===== config.mk =====
export PLATFORM = sky130hd
export DESIGN_NAME = thresholded_temporal_average_unit
export DESIGN_NICKNAME = d
export VERILOG_FILES = /design/src/hdl/tta_pkg.sv /design/src/hdl/tta_div.sv /design/src/hdl/tta_dpath.sv /design/src/hdl/tta_ctrl.sv /design/src/hdl/thresholded_temporal_average_unit.sv
export SDC_FILE = /design/constraint.sdc
export NUM_CORES = 1
export LEC_CHECK = 0
export CAP_MARGIN = 40
export CORE_MARGIN = 5
export CORE_UTILIZATION = 60
export CTS_BUF_LIST = sky130_fd_sc_hd__clkbuf_8 sky130_fd_sc_hd__clkbuf_16
export DETAILED_ROUTE_END_ITERATION = 8
export DONT_BUFFER_PORTS = 1
export HOLD_SLACK_MARGIN = 0.06
export PLACE_DENSITY = 0.78
export SYNTH_ARGS = -nofsm -noshare
export SYNTH_HDL_FRONTEND = slang
export SYNTH_HIERARCHICAL = 1
export SYNTH_SLANG_ARGS = --single-unit

===== constraint.sdc =====
create_clock -name aclk -period 23.9 [get_ports aclk]
set_clock_uncertainty 0.2 [all_clocks]
set_input_delay 4.78 -clock aclk [delete_from_list [all_inputs] [get_ports aclk]]
set_output_delay 4.78 -clock aclk [all_outputs]
set_load 0.02 [all_outputs]

===== src/hdl/tta_pkg.sv =====
// shared types and constants of the thresholded temporal average unit
// no dependencies
`default_nettype none

package tta_pkg;

    // defaults for the top level parameters
    localparam int MAX_FRAMES_DEF  = 15;
    localparam int SAMPLE_BITS_DEF = 16;

    // fixed field widths
    localparam int IO_W  = 16;
    localparam int THR_W = 16;
    localparam int PLN_W = 2;
    localparam int CNT_W = 4;
    localparam int IDX_W = 1;

    // register indexes
    localparam logic [IDX_W-1:0] REG_LUMA_THR   = 1'b0;
    localparam logic [IDX_W-1:0] REG_CHROMA_THR = 1'b1;

    // plane code that selects the luma threshold
    localparam logic [PLN_W-1:0] PLANE_LUMA = 2'd0;

    // controller to datapath commands
    typedef struct packed {
        logic accept;
        logic start_div;
        logic load_out;
    } dp_cmd_t;

    // datapath to controller status
    typedef struct packed {
        logic emit;
        logic div_done;
        logic out_free;
    } dp_stat_t;

endpackage

`default_nettype wire


===== src/hdl/tta_div.sv =====
// restoring divider, one quotient bit per cycle
// uses no package
`default_nettype none

module tta_div #(
    parameter int DVD_W = 20,
    parameter int DVS_W = 4
) (
    input  wire logic             aclk,
    input  wire logic             aresetn,
    input  wire logic             start,
    input  wire logic [DVD_W-1:0] dividend,
    input  wire logic [DVS_W-1:0] divisor,
    output logic      [DVD_W-1:0] quotient,
    output logic                  done
);

    localparam int ITER_W = $clog2(DVD_W + 1);

    logic [DVD_W-1:0]  dvd_reg, dvd_next;
    logic [DVS_W-1:0]  dvs_reg, dvs_next;
    logic [DVS_W-1:0]  rem_reg, rem_next;
    logic [ITER_W-1:0] iter_reg, iter_next;
    logic              done_reg, done_next;
    logic [DVS_W:0]    rem_sh;
    logic [DVS_W:0]    rem_sub;
    logic              ge;

    assign rem_sh  = {rem_reg, dvd_reg[DVD_W-1]};
    assign ge      = rem_sh >= {1'b0, dvs_reg};
    assign rem_sub = rem_sh - {1'b0, dvs_reg};

    always_comb begin
        dvd_next  = dvd_reg;
        dvs_next  = dvs_reg;
        rem_next  = rem_reg;
        iter_next = iter_reg;
        done_next = 1'b0;
        if (start) begin
            dvd_next  = dividend;
            dvs_next  = divisor;
            rem_next  = '0;
            iter_next = ITER_W'(DVD_W);
        end else if (iter_reg != '0) begin
            // shift in next dividend bit, subtract when it fits
            rem_next  = ge ? rem_sub[DVS_W-1:0] : rem_sh[DVS_W-1:0];
            dvd_next  = {dvd_reg[DVD_W-2:0], ge};
            iter_next = iter_reg - 1'b1;
            done_next = (iter_reg == ITER_W'(1));
        end
    end

    always_ff @(posedge aclk) begin
        if (!aresetn) begin
            iter_reg <= '0;
            done_reg <= 1'b0;
        end else begin
            iter_reg <= iter_next;
            done_reg <= done_next;
        end
        dvd_reg <= dvd_next;
        dvs_reg <= dvs_next;
        rem_reg <= rem_next;
    end

    assign quotient = dvd_reg;
    assign done     = done_reg;

endmodule

`default_nettype wire


===== src/hdl/tta_dpath.sv =====
// datapath: thresholds, group accumulator, divider and output register
// depends on tta_pkg and tta_div
`default_nettype none

module tta_dpath
    import tta_pkg::*;
#(
    parameter int MAX_FRAMES  = MAX_FRAMES_DEF,
    parameter int SAMPLE_BITS = SAMPLE_BITS_DEF
) (
    input  wire logic             aclk,
    input  wire logic             aresetn,
    input  wire logic             cfg_wr_en,
    input  wire logic [IDX_W-1:0] cfg_index,
    input  wire logic [THR_W-1:0] cfg_wr_data,
    input  wire logic [IO_W-1:0]  s_sample,
    input  wire logic [PLN_W-1:0] s_plane,
    input  wire logic             s_first,
    input  wire logic             s_last,
    input  wire logic             m_ready,
    output logic                  m_valid,
    output logic      [IO_W-1:0]  m_soft_sample,
    input  wire dp_cmd_t          cmd,
    output dp_stat_t              stat
);

    localparam int SUM_W = SAMPLE_BITS + CNT_W;

    logic [THR_W-1:0]       luma_thr_reg, chroma_thr_reg;
    logic [SAMPLE_BITS-1:0] center_reg, center_next;
    logic [SUM_W-1:0]       sum_reg, sum_next;
    logic [CNT_W-1:0]       count_reg, count_next;
    logic                   out_valid_reg, out_valid_next;
    logic [IO_W-1:0]        out_data_reg;

    logic [SAMPLE_BITS-1:0] smp;
    logic [SAMPLE_BITS-1:0] diff;
    logic [SAMPLE_BITS-1:0] pick;
    logic [THR_W-1:0]       thr;
    logic [SUM_W-1:0]       acc_sum;
    logic [CNT_W-1:0]       acc_count;
    logic [SUM_W-1:0]       dividend;
    logic [SUM_W-1:0]       quotient;
    logic                   div_done;

    assign smp  = s_sample[SAMPLE_BITS-1:0];
    assign thr  = (s_plane == PLANE_LUMA) ? luma_thr_reg : chroma_thr_reg;
    assign diff = (smp > center_reg) ? smp - center_reg : center_reg - smp;
    assign pick = (THR_W'(diff) <= thr) ? smp : center_reg;

    // group state after this beat, before closing on last
    always_comb begin
        center_next = center_reg;
        acc_sum     = sum_reg;
        acc_count   = count_reg;
        if (s_first) begin
            center_next = smp;
            acc_sum     = SUM_W'(smp);
            acc_count   = CNT_W'(1);
        end else if (count_reg != '0 && count_reg < CNT_W'(MAX_FRAMES)) begin
            acc_sum   = sum_reg + SUM_W'(pick);
            acc_count = count_reg + 1'b1;
        end
    end

    assign stat.emit = s_last && (s_first || count_reg != '0);
    assign dividend  = acc_sum + SUM_W'(acc_count >> 1);

    always_comb begin
        sum_next   = sum_reg;
        count_next = count_reg;
        if (cmd.accept) begin
            sum_next   = stat.emit ? '0 : acc_sum;
            count_next = stat.emit ? '0 : acc_count;
        end
    end

    tta_div #(
        .DVD_W (SUM_W),
        .DVS_W (CNT_W)
    ) u_div (
        .aclk     (aclk),
        .aresetn  (aresetn),
        .start    (cmd.start_div),
        .dividend (dividend),
        .divisor  (acc_count),
        .quotient (quotient),
        .done     (div_done)
    );

    assign stat.div_done = div_done;
    assign stat.out_free = !out_valid_reg || m_ready;

    always_comb begin
        out_valid_next = out_valid_reg;
        if (cmd.load_out)
            out_valid_next = 1'b1;
        else if (m_ready)
            out_valid_next = 1'b0;
    end

    always_ff @(posedge aclk) begin
        if (!aresetn) begin
            luma_thr_reg   <= THR_W'(4);
            chroma_thr_reg <= THR_W'(8);
            center_reg     <= '0;
            sum_reg        <= '0;
            count_reg      <= '0;
            out_valid_reg  <= 1'b0;
        end else begin
            if (cfg_wr_en && cfg_index == REG_LUMA_THR)
                luma_thr_reg <= cfg_wr_data;
            if (cfg_wr_en && cfg_index == REG_CHROMA_THR)
                chroma_thr_reg <= cfg_wr_data;
            if (cmd.accept)
                center_reg <= center_next;
            sum_reg       <= sum_next;
            count_reg     <= count_next;
            out_valid_reg <= out_valid_next;
        end
        if (cmd.load_out)
            out_data_reg <= IO_W'(quotient[SAMPLE_BITS-1:0]);
    end

    assign m_valid       = out_valid_reg;
    assign m_soft_sample = out_data_reg;

endmodule

`default_nettype wire


===== src/hdl/tta_ctrl.sv =====
// controller: input handshake, divider start and result hand-off
// depends on tta_pkg
`default_nettype none

module tta_ctrl
    import tta_pkg::*;
(
    input  wire logic     aclk,
    input  wire logic     aresetn,
    input  wire logic     s_valid,
    output logic          s_ready,
    input  wire dp_stat_t stat,
    output dp_cmd_t       cmd
);

    typedef enum logic [1:0] {
        ST_IDLE,
        ST_DIV,
        ST_HOLD
    } state_t;

    state_t state_reg, state_next;
    logic   ready_reg, ready_next;

    always_comb begin
        state_next    = state_reg;
        cmd.accept    = 1'b0;
        cmd.start_div = 1'b0;
        cmd.load_out  = 1'b0;
        case (state_reg)
            ST_IDLE: begin
                cmd.accept = s_valid && ready_reg;
                if (cmd.accept && stat.emit) begin
                    cmd.start_div = 1'b1;
                    state_next    = ST_DIV;
                end
            end
            ST_DIV: begin
                if (stat.div_done) begin
                    if (stat.out_free) begin
                        cmd.load_out = 1'b1;
                        state_next   = ST_IDLE;
                    end else begin
                        state_next = ST_HOLD;
                    end
                end
            end
            ST_HOLD: begin
                if (stat.out_free) begin
                    cmd.load_out = 1'b1;
                    state_next   = ST_IDLE;
                end
            end
            default: state_next = ST_IDLE;
        endcase
        ready_next = (state_next == ST_IDLE);
    end

    always_ff @(posedge aclk) begin
        if (!aresetn) begin
            state_reg <= ST_IDLE;
            ready_reg <= 1'b1;
        end else begin
            state_reg <= state_next;
            ready_reg <= ready_next;
        end
    end

    assign s_ready = ready_reg;

endmodule

`default_nettype wire


===== src/hdl/thresholded_temporal_average_unit.sv =====
// top level of the thresholded temporal average unit
// depends on tta_pkg, tta_ctrl, tta_dpath (and tta_div below it)
//
// usage:
// - input channel s_*: one sample beat per frame of a pixel position; the
//   beat with s_first is the center frame, the beat with s_last closes the
//   group. each neighbor adds its own value when it lies within the plane
//   threshold of the center, else the center value
// - result channel m_*: one beat per closed group, the rounded average
//   (sum + count/2) / count
// - cfg port: cfg_wr_en writes cfg_wr_data into register cfg_index
//   (luma threshold, chroma threshold); write only while the unit is idle
// - throughput: the unit stays ready after a beat that does not close a group;
//   a closing beat occupies the unit while the bit-serial divider works through
//   the group sum (SAMPLE_BITS + 4 bits) at one bit per cycle, and while the
//   result waits for a free output register
// - result: the quotient is loaded into the output register once the divider
//   is done and that register is free
// - stall: the result sits in an output register; the next group can be
//   accumulated meanwhile, and only a second result waits for m_ready
// - reset: thresholds return to 4 and 8, any open group is dropped, no
//   result is pending
`default_nettype none

module thresholded_temporal_average_unit
    import tta_pkg::*;
#(
    parameter int MAX_FRAMES  = MAX_FRAMES_DEF,
    parameter int SAMPLE_BITS = SAMPLE_BITS_DEF
) (
    input  wire logic             aclk,
    input  wire logic             aresetn,
    // configuration writes
    input  wire logic             cfg_wr_en,
    input  wire logic [IDX_W-1:0] cfg_index,
    input  wire logic [THR_W-1:0] cfg_wr_data,
    // sample beats
    input  wire logic             s_valid,
    output logic                  s_ready,
    input  wire logic [IO_W-1:0]  s_sample,
    input  wire logic [PLN_W-1:0] s_plane,
    input  wire logic             s_first,
    input  wire logic             s_last,
    // result beats
    output logic                  m_valid,
    input  wire logic             m_ready,
    output logic      [IO_W-1:0]  m_soft_sample
);

    // command and status between controller and datapath
    dp_cmd_t  cmd;
    dp_stat_t stat;

    // handshake sequencing: accept, divide, hand off result
    tta_ctrl u_ctrl (
        .aclk    (aclk),
        .aresetn (aresetn),
        .s_valid (s_valid),
        .s_ready (s_ready),
        .stat    (stat),
        .cmd     (cmd)
    );

    // thresholds, accumulator, divider, output register
    tta_dpath #(
        .MAX_FRAMES  (MAX_FRAMES),
        .SAMPLE_BITS (SAMPLE_BITS)
    ) u_dpath (
        .aclk          (aclk),
        .aresetn       (aresetn),
        .cfg_wr_en     (cfg_wr_en),
        .cfg_index     (cfg_index),
        .cfg_wr_data   (cfg_wr_data),
        .s_sample      (s_sample),
        .s_plane       (s_plane),
        .s_first       (s_first),
        .s_last        (s_last),
        .m_ready       (m_ready),
        .m_valid       (m_valid),
        .m_soft_sample (m_soft_sample),
        .cmd           (cmd),
        .stat          (stat)
    );

endmodule

`default_nettype wire

==> flow_summary.yaml, run 1 <==
outcome:
  status: "completed"
logic_synthesis:
  ys_types: 80
  avgSynthCellArea_um2: 8.81
  syn_nets: 1164
  synth_cells: 1039
  netlist.top_cell.by_area: "dfxtp_1"
  ys.warnings.count: 6
  ys_seq_elements: 126
  yosys-top-cells-area: "dfxtp_1 19%, edfxtp_1 13%, ha_1 11%, nand2_1 5.5%, mux2i_1 4.5%"
  async_flop_share_pct: 0
  yosysTopAreaCellShare_pct: 18.8
  ys.flop_type: "dfxtp_1"
  synth_area_um2: 9150
  synth_edf_count: 40
  yosysSeqAreaShare_pct: 31.9
power_and_ir_drop:
  powerDensity_nw_per_um2: 83.1
  netSwitchingFraction_pct: 33.9
  irDropWorstVdd_mv: 0.0585
  p_seq_share_pct: 35.4
  intPower_mw: 0.538
  p_switching_mw: 0.276
  clkPwrFrac_pct: 31.6
  p_total_mw: 0.814
  p_leak_nw: 3.97
  pwr-share-comb_pct: 33.0
worst_setup_path:
  timing.rr.end: "u_dpath/u_div/quotient[19]"
  cpMaxStageDelayCell: "a31o_2"
  setup.worst_path.start: "s_sample[0]"
  r2r_setup_slack_ns: 15.50
  crit_path_end: "u_dpath/u_div/quotient[19]"
  arrival_ns: 12.43
  cp-start-kind: "primary input"
  critPathRequiredTime_ns: 23.88
  r2r_start: "u_dpath/center_reg[0]"
  r2r_cells: 34
  worstPathMaxFanout: 20
  endpoint_kind: "flip-flop"
  crit_type: "in -> reg"
  max_stage_delay_ns: 0.45
placement:
  place_area_um2: 9210
  hpwl_um: 15100
  portBuffers: 0
  gp_congestion: 0.916
sta:
  finalMaxSlewViolations: 0
  setup_viol: 0
  min_period_ns: 12.45
  tns_ns: 0
  tightest_slew_ns: 0.780
  rsz0062_at_grt: "false"
  maxSlewHeadroom_pct: 47.3
  fin_crit_sh_pct: 52.1
  hold_violations: 0
  fmax_mhz: 80.3
global_route:
  grt_overflow: 0
  grt_usage_pct: 23.4
  grt_max_degree: 78
  antenna_found_initial: 0
  grt_pass1_wl_um: 34100
  grt_pass1_vias: 6938
clock_tree:
  clock_latency_ns: 0.43
  cts_resized: 0
  cts_root_buf: "clkbuf_16"
  cts_tree: "yes"
  cts.sinks: 126
  path_clk_slew_ns: 0.06
  clockBufferDepth: 2
  h-tree-depth: 4
  numCtsBuffers: 17
  post_cts_buffers: 0
  ctsHoldBuffers: 0
drt:
  antenna_left: 0
  drtIter0Drc: 430
  detail_route.first_pass.iterations: 8
  vias: 7368
  wl_per_cell_um: 17.1
  wirelength_um: 20800
  viasPerCell: 6.08
  drcViolationCount: 0
die:
  initial_core_util_pct: 60.6
  fp.dieH_um: 133
  die-area_um2: 17800
  core_area_um2: 15100
  pin_count: 60
  fp.dieW_um: 133
  core.rowCount: 45
worst_hold_path:
  hold_path.class: "reg -> reg"
finish:
  areaGrowthSynthToFinish_pct: 7.02
  fin_area_um2: 9790
  layout-drive-gt1-share_pct: 9.38
  diodes: 0
  nets: 1136
flow_run:
  drv_cap: 0
-- Yosys cell counts, drive strengths merged (31+ instances only) --
cell type / count
a21boi: 49
dfxtp: 86
ha: 78
xnor2: 31
clkbuf: 38
a21o: 32
nor2: 51
nand2: 133
edfxtp: 40
inv: 70
a21oi: 57
mux2i: 41
o21ai: 32
-- layout make-up --
cell class | count | area (um2)
Fill cell | 1279 | 5300
Tap cell | 188 | 235
Clock inverter | 15 | 159
Clock buffer | 17 | 425
Sequential cell | 126 | 2920
Inverter | 70 | 263
Multi-Input combinational cell | 789 | 5720
Timing Repair Buffer | 7 | 63.8
-- cells in the final DEF, fill, tap and decap left out, drive strengths merged, types with 9 or more instances in the layout --
cell	instances
a21oi	57
o21a	10
mux2	27
nand3	21
mux2i	41
nand2b	9
ha	78
xnor2	31
nand4	17
o22ai	19
nor2	51
nor3	16
a211oi	11
o21ai	32
and3	9
clkbuf	17
a21boi	49
inv	77
nand2	133
nor2b	28
edfxtp	40
and2	20
dfxtp	86
a21o	32
-- power by group through the flow --
stage	logic, mW	clock network [mW]	registers, mW
5_1_grt	0.297	0.273	0.292
3_5_place_dp	0.263	0	0.291
3_3_place_gp	0.254	0	0.291
6_report	0.269	0.257	0.288
2_1_floorplan	0.218	0	0.284
4_1_cts	0.267	0.262	0.288
-- metrics by stage --
step	cells	hold WS [ns]	utilization, %	setup slack [ns]
floorplan	1039	0.222	-	11.60
global placement	1177	0.230	60.8	11.29
detailed placement	1180	0.239	61.0	11.10
CTS	1212	0.252	64.9	11.53
global route	1212	0.266	64.9	10.98
finish	1212	0.251	64.9	11.45
-- per-layer routing --
| metal | part of all wire (%) | routed length (um) | vias to the layer above | GRT usage (%) |
|---|---|---|---|---|
| met5 | 0 | 0 | - | 0 |
| met2 | 49 | 10100 | 205 | 40.0 |
| met4 | 1.9 | 401 | 0 | 7.43 |
| li1 | - | - | 3657 | - |
| met3 | 4.7 | 985 | 35 | 4.76 |
| met1 | 45 | 9280 | 3471 | 29.8 |
-- cells by family (layout without fill, tap and decap cells) --
group	after synthesis	in the layout	share of synthesized area (%)
AO/OA/AOI/OAI	268	268	20.7
multiplexers	68	68	7.81
buffers and inverters	124	109	5.55
adder cells (fa/ha/maj)	83	83	11.8
XOR/XNOR	39	39	3.73
AND/OR/NAND/NOR	331	331	18.5
flip-flops	126	126	31.9
-- worst min path at each step --
stage                                           from                        end  slack (ns)  cells after the start
after floorplan            u_dpath/u_div/quotient[0]   u_dpath/m_soft_sample[0]        0.22                      0
after global placement    u_dpath/u_div/quotient[13]  u_dpath/m_soft_sample[13]        0.23                      0
final                      u_dpath/u_div/quotient[1]   u_dpath/m_soft_sample[1]        0.25                      0
after detailed placement   u_dpath/u_div/quotient[3]   u_dpath/m_soft_sample[3]        0.24                      0
after global routing       u_dpath/u_div/quotient[3]   u_dpath/m_soft_sample[3]        0.27                      0
after CTS                  u_dpath/u_div/quotient[3]   u_dpath/m_soft_sample[3]        0.25                      0
-- worst max-delay path, delay by kind of cell --
family	cells	cell delay, ns
AOI/OAI and AO/OA	14	3.01
muxes	3	0.79
and+or+nand+nor	6	1.25
buffers and inverters	3	0.44
xor gates and xnor gates	3	0.43
adders and majority gates	6	1.75
Note: power is estimated with default switching activity, not from simulation.
==> run 2: changes to the inputs <==
--- a/config.mk
+++ b/config.mk
@@ -5,6 +5,7 @@
 export SDC_FILE = /design/constraint.sdc
 export NUM_CORES = 1
 export LEC_CHECK = 0
+export ABC_AREA = 1
 export CAP_MARGIN = 40
 export CORE_MARGIN = 5
 export CORE_UTILIZATION = 60
==> constraint.sdc (replaced) <==
create_clock -name aclk -period 12.7 [get_ports aclk]
set_clock_uncertainty 0.2 [all_clocks]
set_input_delay 2.54 -clock aclk [delete_from_list [all_inputs] [get_ports aclk]]
set_output_delay 2.54 -clock aclk [all_outputs]
set_load 0.02 [all_outputs]
==> flow_summary.yaml, run 2 <==
finish:
  diodes: 0
  areaGrowthSynthToFinish_pct: 7.47
  seq_area_um2: 2920
  final_cell_mix: "355 x nand2_1, 173 x inv_1, 138 x nor2_1"
  nFillCells: 1376
  nets: 1449
  layout_commonest_cell: "nand2_1"
  multi_input_area_um2: 5600
  layout-drive-gt1-share_pct: 7.26
clock_tree:
  cts_resized: 0
  cts.sinks: 126
  cts_root_buf: "clkbuf_16"
  numCtsBuffers: 17
  clock_latency_ns: 0.42
  clockBufferDepth: 2
  post_cts_buffers: 0
  cts_tree: "yes"
  ctsHoldBuffers: 0
  h-tree-depth: 4
  path_clk_slew_ns: 0.06
worst_setup_path:
  cp.buffers_inverters: 6
  critPathRequiredTime_ns: 12.68
  crit_type: "in -> reg"
  endpoint_kind: "flip-flop"
  worstPathMaxFanout: 32
  max_stage_delay_ns: 0.55
  arrival_ns: 9.02
  crit_family: "simple AND/OR/NAND/NOR gates"
  cpMaxStageDelayCell: "nand2_1"
  cp-start-kind: "primary input"
  r2r_setup_slack_ns: 5.47
  cp_common_cell: "nand2_1"
drt:
  antenna_left: 0
  wl_met2_um: 10500
  detail_route.first_pass.iterations: 6
  vias: 8497
  wl_per_cell_um: 14.7
  wl_met1_um: 10300
  wl_met3_um: 1580
  wirelength_um: 22800
  viasPerCell: 5.49
  drtIter0Drc: 651
  drcViolationCount: 0
  top_layer_used: "met4"
logic_synthesis:
  ys_types: 53
  yosysSeqAreaShare_pct: 31.0
  synth_area_um2: 9440
  ys.flop_type: "dfxtp_1"
  synth_edf_count: 40
  syn_nets: 1467
  async_flop_share_pct: 0
  synth_most_common_cell: "nand2_1"
  yosys-top-cells-area: "dfxtp_1 18%, nand2_1 14%, edfxtp_1 13%, ha_1 10%, inv_1 6.9%"
  avgSynthCellArea_um2: 7.04
  yosysTopAreaCellShare_pct: 18.2
  ys.warnings.count: 6
  synth_cells: 1342
  ys_seq_elements: 126
  netlist.top_cell.by_area: "dfxtp_1"
  yosys-top-cells-count: "355 x nand2_1, 173 x inv_1, 138 x nor2_1"
sta:
  tightest_slew_ns: 0.921
  finalMaxSlewViolations: 0
  worst_slack_ns: 3.66
  rsz0062_at_grt: "false"
  setup_viol: 0
  min_period_ns: 9.04
  maxSlewHeadroom_pct: 38.5
  fmax_mhz: 111
  hold_violations: 0
  fin_crit_sh_pct: 71.1
  tns_ns: 0
global_route:
  grt_pass1_wl_um: 37600
  grt_max_degree: 40
  grt_overflow: 0
  grt_usage_pct: 25.3
  antenna_found_initial: 0
  grt_pass1_vias: 7982
power_and_ir_drop:
  powerDensity_nw_per_um2: 157
  p_leak_nw: 4.89
  irDropWorstVdd_mv: 0.115
outcome:
  status: "completed"
placement:
  gp_congestion: 0.987
  hpwl_um: 17000
  pre_cts_ws_ns: 3.35
  portBuffers: 0
worst_hold_path:
  hold_path.class: "reg -> reg"
die:
  pin_count: 60
  die-area_um2: 18300
  core.rowCount: 45
  fp.dieW_um: 135
  fp.dieH_um: 135
  initial_core_util_pct: 61.7
  core_area_um2: 15300
flow_run:
  drv_cap: 0
[run 2: changes by cell type after synthesis, sizes merged, moves of 28 or more]
cell    delta
nand2    +234
inv      +115
nor2      +96
a21oi     +55
nand3     +54
o21ai     +48
a21boi    -47
nor2b     -28
[run 2: report_power, final]
group          switching, mW  internal [mW]
logic                  0.351          0.187
clock network          0.194          0.310
registers             0.0404          0.509
total                  0.586           1.01
[run 2: final timing paths]
check                                start  cells after the start                          to
setup / recovery               s_sample[0]                     42  u_dpath/u_div/quotient[19]
hold / removal    u_dpath/u_div/rem_reg[3]                      2    u_dpath/u_div/rem_reg[3]
setup reg to reg     u_dpath/center_reg[0]                     41  u_dpath/u_div/quotient[19]
hold reg to reg   u_dpath/u_div/rem_reg[3]                      2    u_dpath/u_div/rem_reg[3]
[run 2: kinds of logic after synthesis]
group | count (synthesis) | synth area share (%)
adders and majority gates | 83 | 11.4
muxes | 16 | 1.71
and+or+nand+nor | 614 | 28.0
xor gates and xnor gates | 39 | 3.62
DFF | 126 | 31.0
buffers and inverters | 230 | 9.78
AOI/OAI and AO/OA | 234 | 14.6
[run 2: per-stage QoR]
step,cell area [um2],power [mW],hold WS (ns),utilization [%],instances
floorplan,9440,0.974,0.227,-,1342
global placement,9530,1.07,0.237,62.2,1515
detailed placement,9540,1.08,0.243,62.3,1516
CTS,10100,1.60,0.253,66.3,1548
global route,10100,1.70,0.271,66.3,1548
finish,10100,1.59,0.250,66.3,1548
[run 2: layout make-up]
type | instances | area share (%)
clock buffer | 19 | 4.57
tap | 211 | 2.60
sequential | 126 | 28.8
inverter | 187 | 6.97
timing repair buffer | 6 | 0.444
clock inverter | 13 | 1.47
multi-input combinational | 986 | 55.1
[run 2: metal layers]
metal	vias to the layer above	track usage, %
li1	4310	-
met3	32	6.17
met1	3909	32.8
met4	0	8.06
met5	-	0
met2	246	41.6
[run 2: tightest hold or removal path: stages, from the launching register on]
cell	delay, ns
dfxtp_1	0.30
nand2_1	0.06
nand2_1	0.04
==> run 3: changes to the inputs <==
--- a/config.mk
+++ b/config.mk
@@ -5,7 +5,7 @@
 export SDC_FILE = /design/constraint.sdc
 export NUM_CORES = 1
 export LEC_CHECK = 0
-export ABC_AREA = 1
+export ABC_AREA = 0
 export CAP_MARGIN = 40
 export CORE_MARGIN = 5
 export CORE_UTILIZATION = 60
==> constraint.sdc (replaced) <==
create_clock -name aclk -period 9.28 [get_ports aclk]
set_clock_uncertainty 0.2 [all_clocks]
set_input_delay 1.856 -clock aclk [delete_from_list [all_inputs] [get_ports aclk]]
set_output_delay 1.856 -clock aclk [all_outputs]
set_load 0.02 [all_outputs]
==> flow_summary.yaml, run 3 (synthesis gave the netlist of run 1 again) <==
outcome:
  status: "completed"
worst_setup_path:
  critPathRequiredTime_ns: 9.25
  r2r_start: "u_dpath/center_reg[0]"
  timing.rr.end: "u_dpath/u_div/quotient[19]"
  crit_path_end: "u_dpath/u_div/quotient[19]"
  worstPathMaxFanout: 6
  cpMaxStageDelayCell: "a2111oi_2"
  r2r_cells: 32
  crit_type: "in -> reg"
  max_stage_delay_ns: 0.44
  r2r_setup_slack_ns: 1.58
  cp_common_cell: "ha_1"
  arrival_ns: 8.79
  critical_path_depth: 33
  endpoint_kind: "flip-flop"
  setup.worst_path.start: "s_sample[0]"
  cp.buffers_inverters: 3
  crit_family: "compound AO/OA/AOI/OAI gates"
  cp-start-kind: "primary input"
finish:
  layout-drive-gt1-share_pct: 12.9
  diodes: 0
  nets: 1175
  layout_commonest_cell: "nand2_1"
  multi_input_area_um2: 5740
  areaGrowthSynthToFinish_pct: 10.3
  fin_area_um2: 10100
  final_cell_mix: "133 x nand2_1, 86 x dfxtp_1, 78 x ha_1"
  nFillCells: 1260
  final_cells: 1251
  seq_area_um2: 2920
global_route:
  grt_overflow: 0
  grt_pass1_wl_um: 34600
  grt_max_degree: 78
  grt_pass1_vias: 7077
  grt_usage_pct: 23.5
  antenna_found_initial: 0
die:
  fp.dieH_um: 133
  die-area_um2: 17800
  initial_core_util_pct: 60.6
  fp.dieW_um: 133
  core_area_um2: 15100
  core.rowCount: 45
  pin_count: 60
sta:
  maxSlewHeadroom_pct: 49.5
  setup_viol: 0
  fin_crit_sh_pct: 95.0
  worst_slack_ns: 0.461
  min_period_ns: 8.82
  fmax_mhz: 113
  hold_violations: 0
  tightest_slew_ns: 0.758
  finalMaxSlewViolations: 0
placement:
  place_area_um2: 9480
  pre_cts_ws_ns: -0.0766
  gp_congestion: 0.907
  portBuffers: 0
  hpwl_um: 15200
  dp.cells: 1217
drt:
  antenna_left: 0
  vias: 7403
  drtIter0Drc: 514
  detail_route.first_pass.iterations: 5
  drcViolationCount: 0
  wirelength_um: 20600
  viasPerCell: 5.92
  wl_per_cell_um: 16.4
clock_tree:
  clockBufferDepth: 2
  cts_tree: "yes"
  cts_root_buf: "clkbuf_16"
  cts.sinks: 126
  numCtsBuffers: 17
  h-tree-depth: 4
  clock_latency_ns: 0.43
  path_clk_slew_ns: 0.06
  ctsHoldBuffers: 0
power_and_ir_drop:
  powerDensity_nw_per_um2: 209
  p_leak_nw: 4.16
  irDropWorstVdd_mv: 0.150
worst_hold_path:
  hold_path.class: "reg -> reg"
flow_run:
  drv_cap: 0
==> run 3: cell count changes in the layout (fill, tap and decap cells not counted), moves of 38 or more <==
cell,previous run,this run
o21ai_0,73,27
buf_4,6,44
inv_1,173,73
a21boi_0,1,49
nand2_1,355,133
nand3_1,65,21
a21oi_1,103,57
nor2_1,138,51
==> run 3: power breakdown <==
part / internal, mW / switching (mW) / leakage, nW
sequential: 0.689 / 0.0519 / 1.09
clock: 0.393 / 0.254 / 0.284
combinational: 0.326 / 0.389 / 2.79
==> run 3: worst min-delay path by stage <==
stage / slack (ns) / startpoint / end / cells after the start
after floorplan: 0.22 / u_dpath/u_div/quotient[0] / u_dpath/m_soft_sample[0] / 0
after global placement: 0.23 / u_dpath/u_div/quotient[10] / u_dpath/m_soft_sample[10] / 0
after detailed placement: 0.23 / u_dpath/u_div/quotient[7] / u_dpath/m_soft_sample[7] / 0
after CTS: 0.25 / u_dpath/u_div/quotient[7] / u_dpath/m_soft_sample[7] / 0
after global routing: 0.26 / u_dpath/u_div/quotient[10] / u_dpath/m_soft_sample[10] / 0
final: 0.25 / u_dpath/u_div/quotient[7] / u_dpath/m_soft_sample[7] / 0
==> run 3: metal layers <==
metal  GRT usage [%]  vias up  wire [um]  part of all wire (%)
met4            6.46        0        358                   1.7
li1                -     3729          -                     -
met1            30.6     3450       9300                    45
met5               0        -          0                     0
met3            4.72       24        944                   4.6
met2            39.9      200       9980                    48
==> run 3: cell type report <==
cell class	instances	share of cell area, %
timing repair buffer	46	3.53
sequential	126	29.0
inverter	70	2.60
clock inverter	15	1.46
multi-input combinational	789	56.9
clock buffer	17	4.22
tap	188	2.33
==> run 3: per-stage QoR <==
step,power [mW],utilization (%),hold WS [ns],setup TNS [ns]
after floorplan,1.29,-,0.222,0
after global placement,1.43,62.7,0.228,0
after detailed placement,1.45,62.9,0.234,-0.104
after CTS,2.11,66.7,0.248,0
after global routing,2.24,66.9,0.260,-0.0874
final,2.10,66.9,0.246,0
==> run 3: timing repair <==
item                       in CTS  in global routing
setup endpoints to repair       0                 10
gates resized for setup         0                  3
setup buffers                   0                  2
hold endpoints to repair        0                  0
